==> src/design/assert_macros.svh <==
// Assertion macros used by the converter's result queue.
`ifndef ASSERT_MACROS_SVH
`define ASSERT_MACROS_SVH

// A property that must hold at every clock edge outside reset.
`define ASSERT_ALWAYS(lbl, clk, rst_n, prop, msg) \
	lbl: assert property (@(posedge clk) disable iff (!rst_n) (prop)) else $error(msg);

// A condition in one cycle that forces a result in the next one.
`define ASSERT_NEXT(lbl, clk, rst_n, ante, cons, msg) \
	lbl: assert property (@(posedge clk) disable iff (!rst_n) (ante) |=> (cons)) else $error(msg);

`endif

==> src/design/cab_pkg.sv <==
// Types and constants of the CIGAR to alignment block converter.
`timescale 1ns / 1ps
`default_nettype none

package cab_pkg;

	localparam int QueueDepth = 4;

	localparam logic [3:0] OP_MATCH = 4'd0;
	localparam logic [3:0] OP_INS   = 4'd1;
	localparam logic [3:0] OP_DEL   = 4'd2;
	localparam logic [3:0] OP_SKIP  = 4'd3;
	localparam logic [3:0] OP_SOFT  = 4'd4;

	localparam logic [2:0] ST_BLOCK   = 3'd0;
	localparam logic [2:0] ST_NOBLOCK = 3'd1;
	localparam logic [2:0] ST_BAD_DEL = 3'd2;
	localparam logic [2:0] ST_BAD_INS = 3'd3;
	localparam logic [2:0] ST_UNKNOWN = 3'd4;

	localparam logic [1:0] MERGE_NONE = 2'd0;
	localparam logic [1:0] MERGE_DEL  = 2'd1;
	localparam logic [1:0] MERGE_INS  = 2'd2;

	typedef struct packed {
		logic [3:0]  op_code;
		logic [27:0] op_length;
		logic [31:0] read_start;
		logic        first_op;
		logic        last_op;
	} cigar_op_t;

	typedef struct packed {
		logic        block_kind;
		logic [31:0] block_start;
		logic [31:0] block_length;
		logic [2:0]  status;
		logic        last_of_read;
	} block_t;

	// One queue entry carries the results of one request, one or two of them.
	typedef struct packed {
		logic   two;
		block_t r0;
		block_t r1;
	} qent_t;

endpackage

`default_nettype wire

==> src/design/cab_front.sv <==
// Front end: accepts CIGAR ops, tracks read state and forms the results of each op.
`timescale 1ns / 1ps
`default_nettype none

module cab_front (
	input  wire logic             clk,
	input  wire logic             arst_n,
	input  wire logic             cig_valid,
	output logic                  cig_stall,
	input  wire cab_pkg::cigar_op_t cig,
	input  wire logic             q_full,
	output logic                  q_push,
	output cab_pkg::qent_t        q_data
);

	logic        held_valid_q;
	logic        held_kind_q;
	logic [31:0] held_start_q;
	logic [31:0] held_length_q;
	logic [31:0] ref_q;
	logic [31:0] diff_q;
	logic        prev_match_q;
	logic [1:0]  merge_q;
	logic        discard_q;

	logic        hv_n, kind_n, pm_n, disc_n;
	logic [31:0] start_n, hlen_n, ref_n, diff_n;
	logic [1:0]  merge_n;
	logic        accept;
	logic        open_blk, pre, fin;
	logic [2:0]  err;
	logic [31:0] ref_eff, ref_sum, diff_sum;
	cab_pkg::block_t held_res, fin_res;

	assign cig_stall = q_full;
	assign accept    = cig_valid && !q_full;

	assign ref_eff  = cig.first_op ? cig.read_start : ref_q;
	assign ref_sum  = ref_eff + {4'b0, cig.op_length};
	// diff_q tracks the running offset minus the held block's start.
	assign diff_sum = diff_q + {4'b0, cig.op_length};

	always_comb begin
		hv_n     = cig.first_op ? 1'b0 : held_valid_q;
		pm_n     = cig.first_op ? 1'b0 : prev_match_q;
		merge_n  = cig.first_op ? cab_pkg::MERGE_NONE : merge_q;
		disc_n   = cig.first_op ? 1'b0 : discard_q;
		kind_n   = held_kind_q;
		start_n  = held_start_q;
		hlen_n   = held_length_q;
		ref_n    = ref_eff;
		diff_n   = diff_q;
		err      = cab_pkg::ST_BLOCK;
		open_blk = 1'b0;
		if (!disc_n) begin
			if (merge_n != cab_pkg::MERGE_NONE) begin
				if (cig.op_code == cab_pkg::OP_MATCH) begin
					ref_n   = ref_sum;
					hlen_n  = diff_sum;
					diff_n  = diff_sum;
					merge_n = cab_pkg::MERGE_NONE;
					pm_n    = 1'b1;
				end else begin
					err = (merge_n == cab_pkg::MERGE_DEL) ? cab_pkg::ST_BAD_DEL
						: cab_pkg::ST_BAD_INS;
				end
			end else begin
				case (cig.op_code)
					cab_pkg::OP_MATCH, cab_pkg::OP_SKIP: begin
						open_blk = 1'b1;
						hv_n     = 1'b1;
						kind_n   = (cig.op_code == cab_pkg::OP_SKIP);
						start_n  = ref_eff;
						hlen_n   = {4'b0, cig.op_length};
						diff_n   = {4'b0, cig.op_length};
						ref_n    = ref_sum;
						pm_n     = (cig.op_code == cab_pkg::OP_MATCH);
					end
					cab_pkg::OP_INS, cab_pkg::OP_DEL: begin
						if (!pm_n || cig.last_op) begin
							err = (cig.op_code == cab_pkg::OP_DEL) ? cab_pkg::ST_BAD_DEL
								: cab_pkg::ST_BAD_INS;
						end else begin
							if (cig.op_code == cab_pkg::OP_DEL) begin
								ref_n  = ref_sum;
								diff_n = diff_sum;
							end
							merge_n = (cig.op_code == cab_pkg::OP_DEL) ? cab_pkg::MERGE_DEL
								: cab_pkg::MERGE_INS;
							pm_n = 1'b0;
						end
					end
					cab_pkg::OP_SOFT: begin
						pm_n = 1'b0;
					end
					default: begin
						err = cab_pkg::ST_UNKNOWN;
					end
				endcase
			end
		end

		// The block held before this op goes out first when a new block opens or on an error.
		held_res = '{block_kind: held_kind_q, block_start: held_start_q,
			block_length: held_length_q, status: cab_pkg::ST_BLOCK, last_of_read: 1'b0};
		pre = !disc_n && !cig.first_op && held_valid_q
			&& (open_blk || err != cab_pkg::ST_BLOCK);
		fin = !disc_n && (err != cab_pkg::ST_BLOCK || cig.last_op);
		if (err != cab_pkg::ST_BLOCK) begin
			fin_res = '{block_kind: 1'b0, block_start: 32'd0, block_length: 32'd0,
				status: err, last_of_read: 1'b1};
		end else if (hv_n) begin
			fin_res = '{block_kind: kind_n, block_start: start_n, block_length: hlen_n,
				status: cab_pkg::ST_BLOCK, last_of_read: 1'b1};
		end else begin
			fin_res = '{block_kind: 1'b0, block_start: 32'd0, block_length: 32'd0,
				status: cab_pkg::ST_NOBLOCK, last_of_read: 1'b1};
		end
		if (fin) begin
			hv_n    = 1'b0;
			pm_n    = 1'b0;
			merge_n = cab_pkg::MERGE_NONE;
			disc_n  = (err != cab_pkg::ST_BLOCK);
		end

		q_push = accept && (pre || fin);
		if (pre) begin
			q_data = '{two: fin, r0: held_res, r1: fin_res};
		end else begin
			q_data = '{two: 1'b0, r0: fin_res, r1: fin_res};
		end
	end

	always_ff @(posedge clk or negedge arst_n) begin
		if (!arst_n) begin
			held_valid_q <= 1'b0;
			prev_match_q <= 1'b0;
			merge_q      <= cab_pkg::MERGE_NONE;
			discard_q    <= 1'b0;
			ref_q        <= 32'd0;
		end else if (accept) begin
			held_valid_q <= hv_n;
			prev_match_q <= pm_n;
			merge_q      <= merge_n;
			discard_q    <= disc_n;
			ref_q        <= ref_n;
		end
	end

	always_ff @(posedge clk) begin
		if (accept) begin
			held_kind_q   <= kind_n;
			held_start_q  <= start_n;
			held_length_q <= hlen_n;
			diff_q        <= diff_n;
		end
	end

endmodule

`default_nettype wire

==> src/design/cab_queue.sv <==
// Short queue of result entries between the front end and the output stage.
`timescale 1ns / 1ps
`default_nettype none

`include "assert_macros.svh"

module cab_queue #(
	parameter int Depth = cab_pkg::QueueDepth
) (
	input  wire logic           clk,
	input  wire logic           arst_n,
	input  wire logic           push,
	input  wire cab_pkg::qent_t wdata,
	output logic                full,
	input  wire logic           pop,
	output cab_pkg::qent_t      rdata,
	output logic                empty
);

	localparam int AW = $clog2(Depth);
	localparam int CW = $clog2(Depth + 1);

	cab_pkg::qent_t mem_q [Depth];
	logic [AW-1:0]  wr_ptr_q, rd_ptr_q;
	logic [CW-1:0]  count_q;

	assign full  = (count_q == CW'(Depth));
	assign empty = (count_q == '0);
	assign rdata = mem_q[rd_ptr_q];

	always_ff @(posedge clk) begin
		if (push) begin
			mem_q[wr_ptr_q] <= wdata;
		end
	end

	always_ff @(posedge clk or negedge arst_n) begin
		if (!arst_n) begin
			wr_ptr_q <= '0;
			rd_ptr_q <= '0;
			count_q  <= '0;
		end else begin
			if (push) begin
				wr_ptr_q <= (wr_ptr_q == AW'(Depth - 1)) ? '0 : wr_ptr_q + 1'b1;
			end
			if (pop) begin
				rd_ptr_q <= (rd_ptr_q == AW'(Depth - 1)) ? '0 : rd_ptr_q + 1'b1;
			end
			if (push && !pop) begin
				count_q <= count_q + 1'b1;
			end else if (pop && !push) begin
				count_q <= count_q - 1'b1;
			end
		end
	end

	`ASSERT_ALWAYS(a_count_bound, clk, arst_n, count_q <= CW'(Depth), "queue count beyond depth")
	`ASSERT_NEXT(a_count_up, clk, arst_n, push && !pop, count_q == $past(count_q) + 1'b1, "push lost")
	`ASSERT_NEXT(a_count_down, clk, arst_n, pop && !push, count_q == $past(count_q) - 1'b1, "pop lost")

endmodule

`default_nettype wire

==> src/design/cab_back.sv <==
// Output stage: takes queue entries and sends their results one per cycle while the output is not stalled.
`timescale 1ns / 1ps
`default_nettype none

module cab_back (
	input  wire logic           clk,
	input  wire logic           arst_n,
	input  wire logic           q_empty,
	input  wire cab_pkg::qent_t q_head,
	output logic                q_pop,
	output logic                blk_valid,
	input  wire logic           blk_stall,
	output cab_pkg::block_t     blk
);

	logic            blk_valid_q;
	cab_pkg::block_t blk_q;
	logic            pend_valid_q;
	cab_pkg::block_t pend_q;
	logic            load;

	assign load      = !blk_valid_q || !blk_stall;
	assign q_pop     = load && !pend_valid_q && !q_empty;
	assign blk_valid = blk_valid_q;
	assign blk       = blk_q;

	always_ff @(posedge clk or negedge arst_n) begin
		if (!arst_n) begin
			blk_valid_q  <= 1'b0;
			pend_valid_q <= 1'b0;
		end else if (load) begin
			if (pend_valid_q) begin
				blk_valid_q  <= 1'b1;
				pend_valid_q <= 1'b0;
			end else begin
				blk_valid_q  <= !q_empty;
				pend_valid_q <= !q_empty && q_head.two;
			end
		end
	end

	always_ff @(posedge clk) begin
		if (load) begin
			if (pend_valid_q) begin
				blk_q <= pend_q;
			end else if (!q_empty) begin
				blk_q  <= q_head.r0;
				pend_q <= q_head.r1;
			end
		end
	end

endmodule

`default_nettype wire

==> src/design/cigar_to_aligned_blocks.sv <==
// A result is written into the result queue when its CIGAR op is accepted, then registered in the output stage.
// Throughput: one op per cycle at the input while the queue is not full; results leave one per cycle unless stalled.
// An op that yields two results sends them one after the other; the result queue holds QUEUE_DEPTH entries.
// Input stalls only while the result queue is full, after output stalls or two-result runs.
// Reset clears read state, running offset and queue at once; no clearing pass is needed.
`timescale 1ns / 1ps
`default_nettype none

module cigar_to_aligned_blocks #(
	parameter int QUEUE_DEPTH = cab_pkg::QueueDepth
) (
	input  wire logic               clk,
	input  wire logic               arst_n,
	input  wire logic               cig_valid,
	output logic                    cig_stall,
	input  wire cab_pkg::cigar_op_t cig,
	output logic                    blk_valid,
	input  wire logic               blk_stall,
	output cab_pkg::block_t         blk
);

	logic           q_full, q_push, q_pop, q_empty;
	cab_pkg::qent_t q_wdata, q_rdata;

	cab_front u_front (
		.clk       (clk),
		.arst_n    (arst_n),
		.cig_valid (cig_valid),
		.cig_stall (cig_stall),
		.cig       (cig),
		.q_full    (q_full),
		.q_push    (q_push),
		.q_data    (q_wdata)
	);

	cab_queue #(
		.Depth (QUEUE_DEPTH)
	) u_queue (
		.clk    (clk),
		.arst_n (arst_n),
		.push   (q_push),
		.wdata  (q_wdata),
		.full   (q_full),
		.pop    (q_pop),
		.rdata  (q_rdata),
		.empty  (q_empty)
	);

	cab_back u_back (
		.clk       (clk),
		.arst_n    (arst_n),
		.q_empty   (q_empty),
		.q_head    (q_rdata),
		.q_pop     (q_pop),
		.blk_valid (blk_valid),
		.blk_stall (blk_stall),
		.blk       (blk)
	);

endmodule

`default_nettype wire

==> config.mk <==
export PLATFORM = sky130hd
export DESIGN_NAME = cigar_to_aligned_blocks
export DESIGN_NICKNAME = d
export VERILOG_FILES = /design/src/design/cab_pkg.sv /design/src/design/cab_front.sv /design/src/design/cab_queue.sv /design/src/design/cab_back.sv /design/src/design/cigar_to_aligned_blocks.sv
export VERILOG_INCLUDE_DIRS = /design/src /design/src/design
export SDC_FILE = /design/constraint.sdc
export NUM_CORES = 1
export LEC_CHECK = 0
export ABC_AREA = 1
export BUFFER_PORTS_ARGS = -buffer_cell sky130_fd_sc_hd__buf_2
export CAP_MARGIN = 10
export CORE_ASPECT_RATIO = 0.6
export CORE_UTILIZATION = 35
export CTS_CLUSTER_DIAMETER = 40
export DETAILED_ROUTE_END_ITERATION = 10
export GPL_TIMING_DRIVEN = 0
export SYNTH_ARGS = -nofsm -noshare
export SYNTH_HDL_FRONTEND = slang
export SYNTH_HIERARCHICAL = 1
export SYNTH_SLANG_ARGS = --single-unit
==> constraint.sdc <==
create_clock -name clk -period 13 [get_ports clk]
set_input_delay 2.6 -clock clk [delete_from_list [all_inputs] [get_ports clk]]
set_output_delay 2.6 -clock clk [all_outputs]
set_load 0.01 [all_outputs]
# After elaboration in Yosys (flattened, before gate mapping)

Memory sizes are Yosys's and may differ from the RTL's.
Index checks and enable logic that the tools add are counted.

Bitwise logic cells: 3
Reductions and logical operators: 38
Mux-type cells: 67
Equality and inequality tests: 12
Add/sub/neg operators: 6

Operators by type and width:

| operator                                                              | count |
|---|---|
| 32-bit two-way mux                                                    | 17 |
| 69-bit two-way mux                                                    | 4 |
| 139-bit two-way mux                                                   | 1 |
| 32-bit case mux with 2 select lines                                   | 2 |
| 32-bit by 28-bit adder with 32-bit output                             | 2 |
| 1-bit two-way mux                                                     | 25 |
| 2-bit two-way mux                                                     | 10 |
| 3-bit two-way mux                                                     | 6 |
| 1-bit logical AND                                                     | 11 |
| 1-bit logical NOT                                                     | 10 |
| 4-bit by 2-bit equality test with 1-bit output, second input constant | 2 |
| 3-bit case mux with 2 select lines                                    | 1 |
| 6-bit AND reduction                                                   | 1 |
| 3-bit nonzero test                                                    | 2 |
| 1-bit logical OR                                                      | 5 |
| 2-bit by 1-bit adder with 2-bit output, second input constant         | 2 |
| 2-bit equality test, second input constant                            | 2 |
| 4-bit by 1-bit equality test with 1-bit output, second input constant | 1 |
| 4-bit by 3-bit equality test with 1-bit output, second input constant | 1 |
| 4-bit logical NOT                                                     | 1 |
| 2-bit != test, second input constant                                  | 2 |
| 2-bit nonzero test                                                    | 2 |
| 2-bit OR reduction                                                    | 2 |
| 3-bit by 1-bit adder with 3-bit output, second input constant         | 1 |
| other kinds (11)                                                      | 13 |

Memories: 1
Output and inout bits: 71
Bits in registers: 281
Word-level logic and storage cells: 151
Input bits: 70
RAM bits: 556

Memories:

| name          | depth | bits a word | read ports | clocked after memory_dff | write ports | line            | source |
|---|---|---|---|---|---|---|---|
| u_queue.mem_q | 4     | 139         | 1          | 0                        | 1           | cab_queue.sv:23 | `cab_pkg::qent_t mem_q [Depth];` |

# Depth between registers and ports, before layout

Gate-level depths: netlist of run 1.

Depth in word-level cells: 16
Gate-level depth with buffers: 23
Mapped depth without buffers: 20

# By module

The synthesis of run 1 kept the hierarchy.

By module, submodules not included:

| module    | seq. area each (um2) | area an instance (um2) | cells an instance | times used |
|---|---|---|---|---|
| cab_queue | 16,871.2             | 22,876.9               | 1,674             | 1 |
| cab_front | 3,838.7              | 13,286.5               | 2,176             | 1 |
| cab_back  | 4,194.0              | 5,131.2                | 374               | 1 |

# Worst setup path before layout of run 1

No wires, ideal clock.

Path kind: input port to flip-flop
From: input cig_valid
To: register u_front.diff_q[0], enable pin
Slack: 3.989 ns
Stages on the path: 7
Path buffers: 1
Data arrival time: 8.416 ns
Setup time: 0.595 ns
Data required time: 12.405 ns
Cell sequence: inv_1 > nor2_1 > clkinv_1 > nor2_1 > inv_1 > clkbuf_1 > a2111oi_0

Longest elaborated chain between the ends: 2

RTL lines:

| what                                 | line                          | source |
|---|---|---|
| start: declaration                   | cigar_to_aligned_blocks.sv:14 | `input wire logic cig_valid,` |
| 1-bit logical AND                    | cab_front.sv:36               | `assign accept = cig_valid && !q_full;` |
| 6-bit AND reduction (no source line) | n/a                           |  |
| end signal: assignment               | cab_front.sv:155              | `diff_q <= diff_n;` |
| end: declaration                     | cab_front.sv:21               | `logic [31:0] diff_q;` |

No other way between the ends.
A chain may end at the register's enable or synchronous reset.

# Worst setup path after layout of run 1

From: input cig[1] (netlist name)
To: memory u_queue/mem_q[0][43] (netlist name), enable pin

Longest elaborated chain between the ends: 14
Elaborated cells between the ends (all ways): 28
Those cells by class: eq/ne (1); mux (13); reduce/logical (14)

RTL lines:

| what                                        | line                               | source |
|---|---|---|
| start: declaration                          | cigar_to_aligned_blocks.sv:16      | `input wire cab_pkg::cigar_op_t cig,` |
| 1-bit two-way mux                           | cab_front.sv:45                    | `pm_n = cig.first_op ? 1'b0 : prev_match_q;` |
| 1-bit logical NOT                           | cab_front.sv:80                    | `if (!pm_n \|\| cig.last_op) begin` |
| 1-bit logical OR                            | cab_front.sv:80                    |  |
| 3-bit two-way mux                           | cab_front.sv:80                    |  |
| 3-bit case mux with 2 select lines          | cab_front.sv:68                    | `case (cig.op_code)` |
| 3-bit two-way mux                           | cab_front.sv:56                    | `if (merge_n != cab_pkg::MERGE_NONE) begin` |
| 3-bit two-way mux                           | cab_front.sv:55                    | `if (!disc_n) begin` |
| 3-bit nonzero test                          | cab_front.sv:107, cab_front.sv:108 |  |
| 1-bit logical OR, on equally long branches  | cab_front.sv:107, cab_front.sv:108 |  |
| 1-bit logical AND, on equally long branches | cab_front.sv:107, cab_front.sv:108 |  |
| 1-bit logical OR *                          | cab_front.sv:126                   | `q_push = accept && (pre \|\| fin);` |
| 1-bit logical AND *                         | cab_front.sv:126                   |  |
| net q_push                                  | cigar_to_aligned_blocks.sv:22      | `logic q_full, q_push, q_pop, q_empty;` |
| 1-bit two-way mux *                         | cab_queue.sv:32                    | `if (push) begin` |
| 1-bit two-way mux (not written as such) *   | cab_queue.sv:33                    | `mem_q[wr_ptr_q] <= wdata;` |
| end: declaration                            | cab_queue.sv:23                    |  |

The timed path passes the listed nets; every way through them passes the cells marked *.

==> flow_metrics.tcl, run 1 <==
set metrics [dict create \
    ys_seq_area_frac 0.603 \
    cp_cell_sequence "buf_4 -> nor2_4 -> inv_2 -> clkbuf_1 -> clkbuf_1 -> o21ai_1 -> a21oi_1 -> nand2_1 -> inv_8 -> buf_16" \
    dr.pass1.iters 5 \
    nets 4608 \
    synth-seq-cells 837 \
    final_cell_mix "1,407 x nand2_1, 791 x edfxtp_1, 674 x inv_1, 233 x o211ai_1, 195 x nor2_1" \
    avgViaCountPerCell 4.97 \
    cts_tree "built" \
    ys_warn_count 6 \
    grt_max_degree 84 \
    drc 0 \
    grtUsageMet2 0.294 \
    period_share 0.509 \
    ys.flop_type "edfxtp_1" \
    track_usage 0.220 \
    cp_data_required_time_ps 13300 \
    core_area_mm2 0.117 \
    fp.dieH_um 268 \
    layout_commonest_cell "nand2_1" \
    dr.first_iter.drc_count 3290 \
    cp_max_fo 71 \
    leakage_nw 20.6 \
    rows 97 \
    cts.sinks 837 \
    grt_pass1_wl_um 191000 \
    synth_nets 4359 \
    grt_util_met1 0.350 \
    place_ws_ps 5840 \
    syn_inst 4224 \
    p_per_area_mw_per_mm2 215 \
    tns_ps 0 \
    crit_arrival_ps 6920 \
    synth_area_mm2 0.0413 \
    ys_types 52 \
    synth.avg_cell_area_um2 9.78 \
    postRouteAntennaNets 0 \
    rsz0062_at_grt "no" \
    synthArstFlopShare 0.0550 \
    grt_pass1_vias 27600 \
    ios 141 \
    gp_congestion 0.993 \
    area_growth_pct 14.6 \
    criticalPathCategory "input port to flip-flop" \
    grt-ovfl-total 0 \
    finalCriticalPeriod_ps 6620 \
    die-area_mm2 0.119 \
    cap_violations 0 \
    drive_gt1_frac 0.124 \
    fp.dieW_um 445 \
    grt_use_met3 0.0574 \
    fmax_ghz 0.151 \
    cts_resized 0 \
    clk_pin_slew_ps 60 \
    outcome "finished clean" \
    tightest_slew_ps 1210 \
    setup_viol 0 \
    clock_skew_ps 28.9 \
    cp_num_buf_inv 6 \
    hold_violations 0 \
    hpwl_um 96400 \
    cts_setup_buffers 0 \
    clk_latency_ps 710 \
    clockBufferDepth 3 \
    start_kind "input port" \
    cts_hold_buf 0 \
    antenna_found_initial 9 \
    cts_max_level 3 \
    vdd_ir_drop_max_v 0.000113 \
    min_path_type "flip-flop to flip-flop" \
    initial_core_util 0.353 \
    setup.worst_path.end_class "flip-flop" \
    cts_buffers 93 \
    setup_slack_ps 6380 \
    cpMaxStageDelayCell "a21oi_1" \
    vias 30500 \
    maxSlewHeadroom 0.193 \
    wl_um 133000 \
    synth-edff-count 791 \
    critPathTopFamily "buffers and inverters" \
    diodes 0 \
    maxSlewViolCount 0 \
    wl_per_cell_um 21.6 \
    grt_busiest_layer "met1" \
    portBuffers 139 \
    cp_common_cell "clkbuf_1" \
    critPathMaxStageDelay_ps 810 \
    root_buffer "clkbuf_16" \
]
[Yosys cell counts, types with 3 or more instances]
cell type  count  area (um^2)
a221oi_1      12          105
dfrtp_1       46         1150
a21oi_2        4         35.0
nand4_1       23          144
inv_2         13         48.8
ha_1          62          776
buf_2         38          190
or2_2         23          144
buf_1          5         18.8
o32ai_1        4         35.0
o21ai_1       37          185
inv_4          3         18.8
o21bai_1       9         67.6
nor3_1        19         95.1
nand2_1     1407         5280
buf_6         58          653
a31oi_1        8         50.1
inv_1        679         2550
nor2_1       195          732
fa_1           3         60.1
o211ai_1     233         1750
nand3b_1       6         45.0
o211ai_2      50          626
o22ai_1        9         56.3
nand2_4        3         33.8
nand3_1      147          736
mux2i_1        8         80.1
nor2_4         9          101
clkbuf_1      35          131
nand2_2        8         50.1
buf_4         36          270
xnor2_1        6         52.6
edfxtp_1     791        23800
a21oi_1       91          455
xor2_1         6         52.6
o21ai_0      109          546
nor2_2         9         56.3
[metal layers]
metal / vias up / wire length, um / part of all wire
met4: 6 / 2300 / 0.017
met1: 14600 / 65400 / 0.49
li1: 14500 / - / -
met3: 143 / 13300 / 0.10
met2: 1231 / 51500 / 0.39
met5: - / 34 / 0.00026
[kinds of logic (layout without fill, tap and decap cells)]
group,after synthesis,in the layout,share of synthesized area
flip-flops,837,837,0.603
XOR/XNOR,12,12,0.00255
other,1,1,0.0000908
multiplexers,8,8,0.00194
AND/OR/NAND/NOR,1852,1852,0.180
buffers and inverters,869,1195,0.0941
adder cells (fa/ha/maj),65,65,0.0202
AO/OA/AOI/OAI,580,580,0.0979
[power breakdown]
part	internal, mW	total [mW]	switching (mW)
clock network	1.47	2.64	1.16
registers	3.77	3.95	0.180
logic	1.07	3.57	2.50
total	6.31	10.2	3.84
[path summary, 6_finish.rpt]
check	to	cells past startpoint	slack [ps]	from
min in group asynchronous	u_queue/wr_ptr_q[0]	1	1930	arst_n
max in group asynchronous	u_front/ref_q[3]	1	10500	arst_n
setup reg to reg	u_queue/mem_q[0][43]	10	8050	u_front/discard_q
hold / removal	u_front/ref_q[8]	2	490	u_front/ref_q[8]
setup / recovery	u_queue/mem_q[0][43]	10	6380	cig[1]
hold reg to reg	u_front/ref_q[8]	2	490	u_front/ref_q[8]
[cell type report]
| class | count | area, um^2 |
|---|---|---|
| Fill cell | 11400 | 69600 |
| Tap cell | 1584 | 1980 |
| Multi-Input combinational cell | 2518 | 12500 |
| Timing Repair Buffer | 154 | 966 |
| Clock buffer | 108 | 2400 |
| Clock inverter | 64 | 623 |
| Sequential cell | 837 | 24900 |
| Buffer | 172 | 1270 |
| Inverter | 697 | 2660 |
[tightest hold or removal path, delay by kind of cell, from the launching register on]
family,cells,cell delay [ps]
and+or+nand+nor,2,120
DFF,1,350
[flip-flops by register name, summed over array words and instances (netlist names)]
name                   cells
u_back/blk                69
u_back/blk_valid           1
u_back/pend_q             69
u_back/pend_valid_q        1
u_front/diff_q            32
u_front/discard_q          1
u_front/held_kind_q        1
u_front/held_length_q     32
u_front/held_start_q      32
u_front/held_valid_q       1
u_front/merge_q            2
u_front/prev_match_q       1
u_front/ref_q             32
u_queue/count_q            3
u_queue/mem_q            556
u_queue/rd_ptr_q           2
u_queue/wr_ptr_q           2
[metrics by stage]
step	total power, mW	cells	hold slack [ps]	utilization	area, um^2
finish	10.2	6134	494	0.405	47300
floorplan	6.23	4224	448	-	41300
global route	10.7	6134	527	0.405	47300
detailed placement	7.53	5962	470	0.379	44300
CTS	10.2	6134	487	0.405	47300
global placement	7.53	5947	475	0.376	44000
Power figures use the tool's default switching activity.
==> inputs of run 2 (changes only) <==
--- a/config.mk
+++ b/config.mk
@@ -6,7 +6,7 @@
 export SDC_FILE = /design/constraint.sdc
 export NUM_CORES = 1
 export LEC_CHECK = 0
-export ABC_AREA = 1
+export ABC_AREA = 0
 export BUFFER_PORTS_ARGS = -buffer_cell sky130_fd_sc_hd__buf_2
 export CAP_MARGIN = 10
 export CORE_ASPECT_RATIO = 0.6
==> constraint.sdc (replaced) <==
create_clock -name clk -period 5.5 [get_ports clk]
set_input_delay 1.1 -clock clk [delete_from_list [all_inputs] [get_ports clk]]
set_output_delay 1.1 -clock clk [all_outputs]
set_load 0.01 [all_outputs]
==> run 2 against run 1 <==
Sequential share of layout area increased by 6.0 points. Cell count is 35% lower. Synthesized cell count decreased by 46%. Count of clock-buffer cells in the layout shrank 6. Critical path depth is 6 higher. Critical path type unchanged. Largest power group unchanged.
==> flow_metrics.tcl, run 2 <==
set metrics [dict create \
    cts_buffers 90 \
    top_register "u_queue/mem_q" \
    wl_um 102000 \
    maxSlewViolCount 0 \
    fp.dieH_um 252 \
    grt_pass1_wl_um 146000 \
    setup.worst_path.end_class "flip-flop" \
    min_path_type "input port to asynchronous set/reset pin" \
    area_growth_pct 16.5 \
    cp_max_fo 19 \
    cp_cell_sequence "buf_2 -> buf_4 -> clkbuf_4 -> buf_2 -> mux2i_1 -> inv_1 -> ha_1 -> nand4_1 -> nor3_1 -> o211ai_1 -> and3b_1 -> o21ai_0 -> a21boi_0 -> nor3_1 -> xor2_1 -> o21ai_0" \
    vias 21400 \
    ys_types 71 \
    cp_num_buf_inv 5 \
    p_per_area_mw_per_mm2 497 \
    dr.first_iter.drc_count 2254 \
    wl_per_cell_um 25.4 \
    criticalPathCategory "input port to flip-flop" \
    critPathTopFamily "buffers and inverters" \
    grt-ovfl-total 0 \
    portBuffers 140 \
    nets 2652 \
    start_kind "input port" \
    finalCriticalPeriod_ps 5430 \
    yosysTopAreaCellShare 0.651 \
    initial_core_util 0.354 \
    core_area_mm2 0.103 \
    period_share 0.986 \
    cts_tree "built" \
    layout_commonest_cell "edfxtp_1" \
    drive_gt1_frac 0.249 \
    ios 141 \
    synth-edff-count 791 \
    crit_arrival_ps 5950 \
    setup_viol 0 \
    cts_hold_buf 0 \
    cts_max_level 3 \
    synth_nets 2396 \
    rsz0062_at_grt "no" \
    largest_reg_flops 556 \
    tightest_slew_ps 1150 \
    synth_commonest_cells "791 x edfxtp_1, 205 x nand2_1, 139 x mux4_2" \
    synth_top_cell_by_area "edfxtp_1" \
    avgViaCountPerCell 5.37 \
    clock_skew_ps 25.4 \
    die-area_mm2 0.106 \
    postRouteAntennaNets 0 \
    synth_area_leaders "edfxtp_1 65%, mux4_2 8.6%, dfrtp_1 3.2%" \
    gp_congestion 0.925 \
    cts.sinks 837 \
    synth_area_mm2 0.0365 \
    cap_violations 0 \
    post-synth-top-count-cell "edfxtp_1" \
    fin_util 0.413 \
    leakage_nw 15.3 \
    fmax_ghz 0.184 \
    vdd_ir_drop_max_v 0.000259 \
    ys_warn_count 6 \
    cts_setup_buffers 0 \
    hpwl_um 71500 \
    final_cell_mix "791 x edfxtp_1, 205 x nand2_1, 178 x buf_2, 139 x mux4_2, 137 x o21ai_0" \
    outcome "finished clean" \
    synth.avg_cell_area_um2 16.1 \
    maxSlewHeadroom 0.234 \
    track_usage 0.192 \
    dr.pass1.iters 6 \
    cpMaxStageDelayCell "mux2i_1" \
    fp.dieW_um 419 \
    grt_pass1_vias 21000 \
    hold_violations 0 \
    syn_inst 2261 \
    antenna_found_initial 16 \
    synth-seq-cells 837 \
    root_buffer "clkbuf_16" \
    ys.flop_type "edfxtp_1" \
    synthArstFlopShare 0.0550 \
    hold_ws_ps 323 \
    clk_pin_slew_ps 60 \
    rows 91 \
    ys_seq_area_frac 0.682 \
    critPathMaxStageDelay_ps 530 \
    clk_latency_ps 700 \
    clockBufferDepth 3 \
    drc 0 \
    grt_max_degree 72 \
    cp_data_required_time_ps 6030 \
]
[run 2: layer usage]
metal  up-vias  global-route usage  routed length (um)
met4        10              0.0448                1990
met2       898               0.277               43700
li1       9344                   -                   -
met3       155              0.0441                8370
met1     11000               0.291               47400
met5         -                   0                  62
[run 2: path summary, 6_finish.rpt]
kind / from / endpoint / slack [ps] / cells past startpoint
worst max-delay path: cig[1] / u_front/ref_q[29] / 70 / 16
worst min-delay path: arst_n / u_front/ref_q[26] / 320 / 1
worst max register to register: u_front/discard_q / u_queue/mem_q[2][66] / 560 / 12
worst min register to register: u_front/ref_q[3] / u_front/ref_q[3] / 480 / 2
max in group asynchronous: arst_n / u_front/held_valid_q / 4620 / 2
min in group clk: u_front/ref_q[3] / u_front/ref_q[3] / 480 / 2
[run 2: area by class of cell]
type / count / area, um^2
Clock buffer: 102 / 2300
Inverter: 55 / 211
Tap cell: 1395 / 1750
Sequential cell: 837 / 24900
Clock inverter: 65 / 703
Buffer: 104 / 593
Antenna cell: 6 / 15.0
Fill cell: 9240 / 60500
Timing Repair Buffer: 164 / 1190
Multi-Input combinational cell: 1265 / 10800
[run 2: through the flow]
step	TNS (ps)	setup slack, ps	instance area (um^2)	cells	total power, mW
finish	0	74.9	42500	3993	21.1
global route	0	16.0	42500	3989	22.1
CTS	0	101	42500	3985	21.3
detailed placement	-129710	-753	39500	3819	15.1
global placement	-1802910	-3120	39000	3796	14.9
floorplan	0	342	36500	2261	13.0
[run 2: logic make-up after synthesis]
| group | share of synthesized area |
|---|---|
| xor gates and xnor gates | 0.0137 |
| adders and majority gates | 0.0229 |
| AOI/OAI and AO/OA | 0.0681 |
| buffers and inverters | 0.0219 |
| and+or+nand+nor | 0.0567 |
| other | 0.000103 |
| muxes | 0.134 |
| DFF | 0.682 |
[run 2: repair_timing]
action,in CTS,in global routing
resized for setup,0,3
pin swaps,0,1
setup endpoints to repair,2,112
gates cloned,0,1
[run 2: power by group]
group / leakage (nW) / switching, mW / internal, mW
clock: 1.45 / 2.71 / 3.43
combinational: 5.78 / 3.41 / 2.57
sequential: 8.08 / 0.383 / 8.62
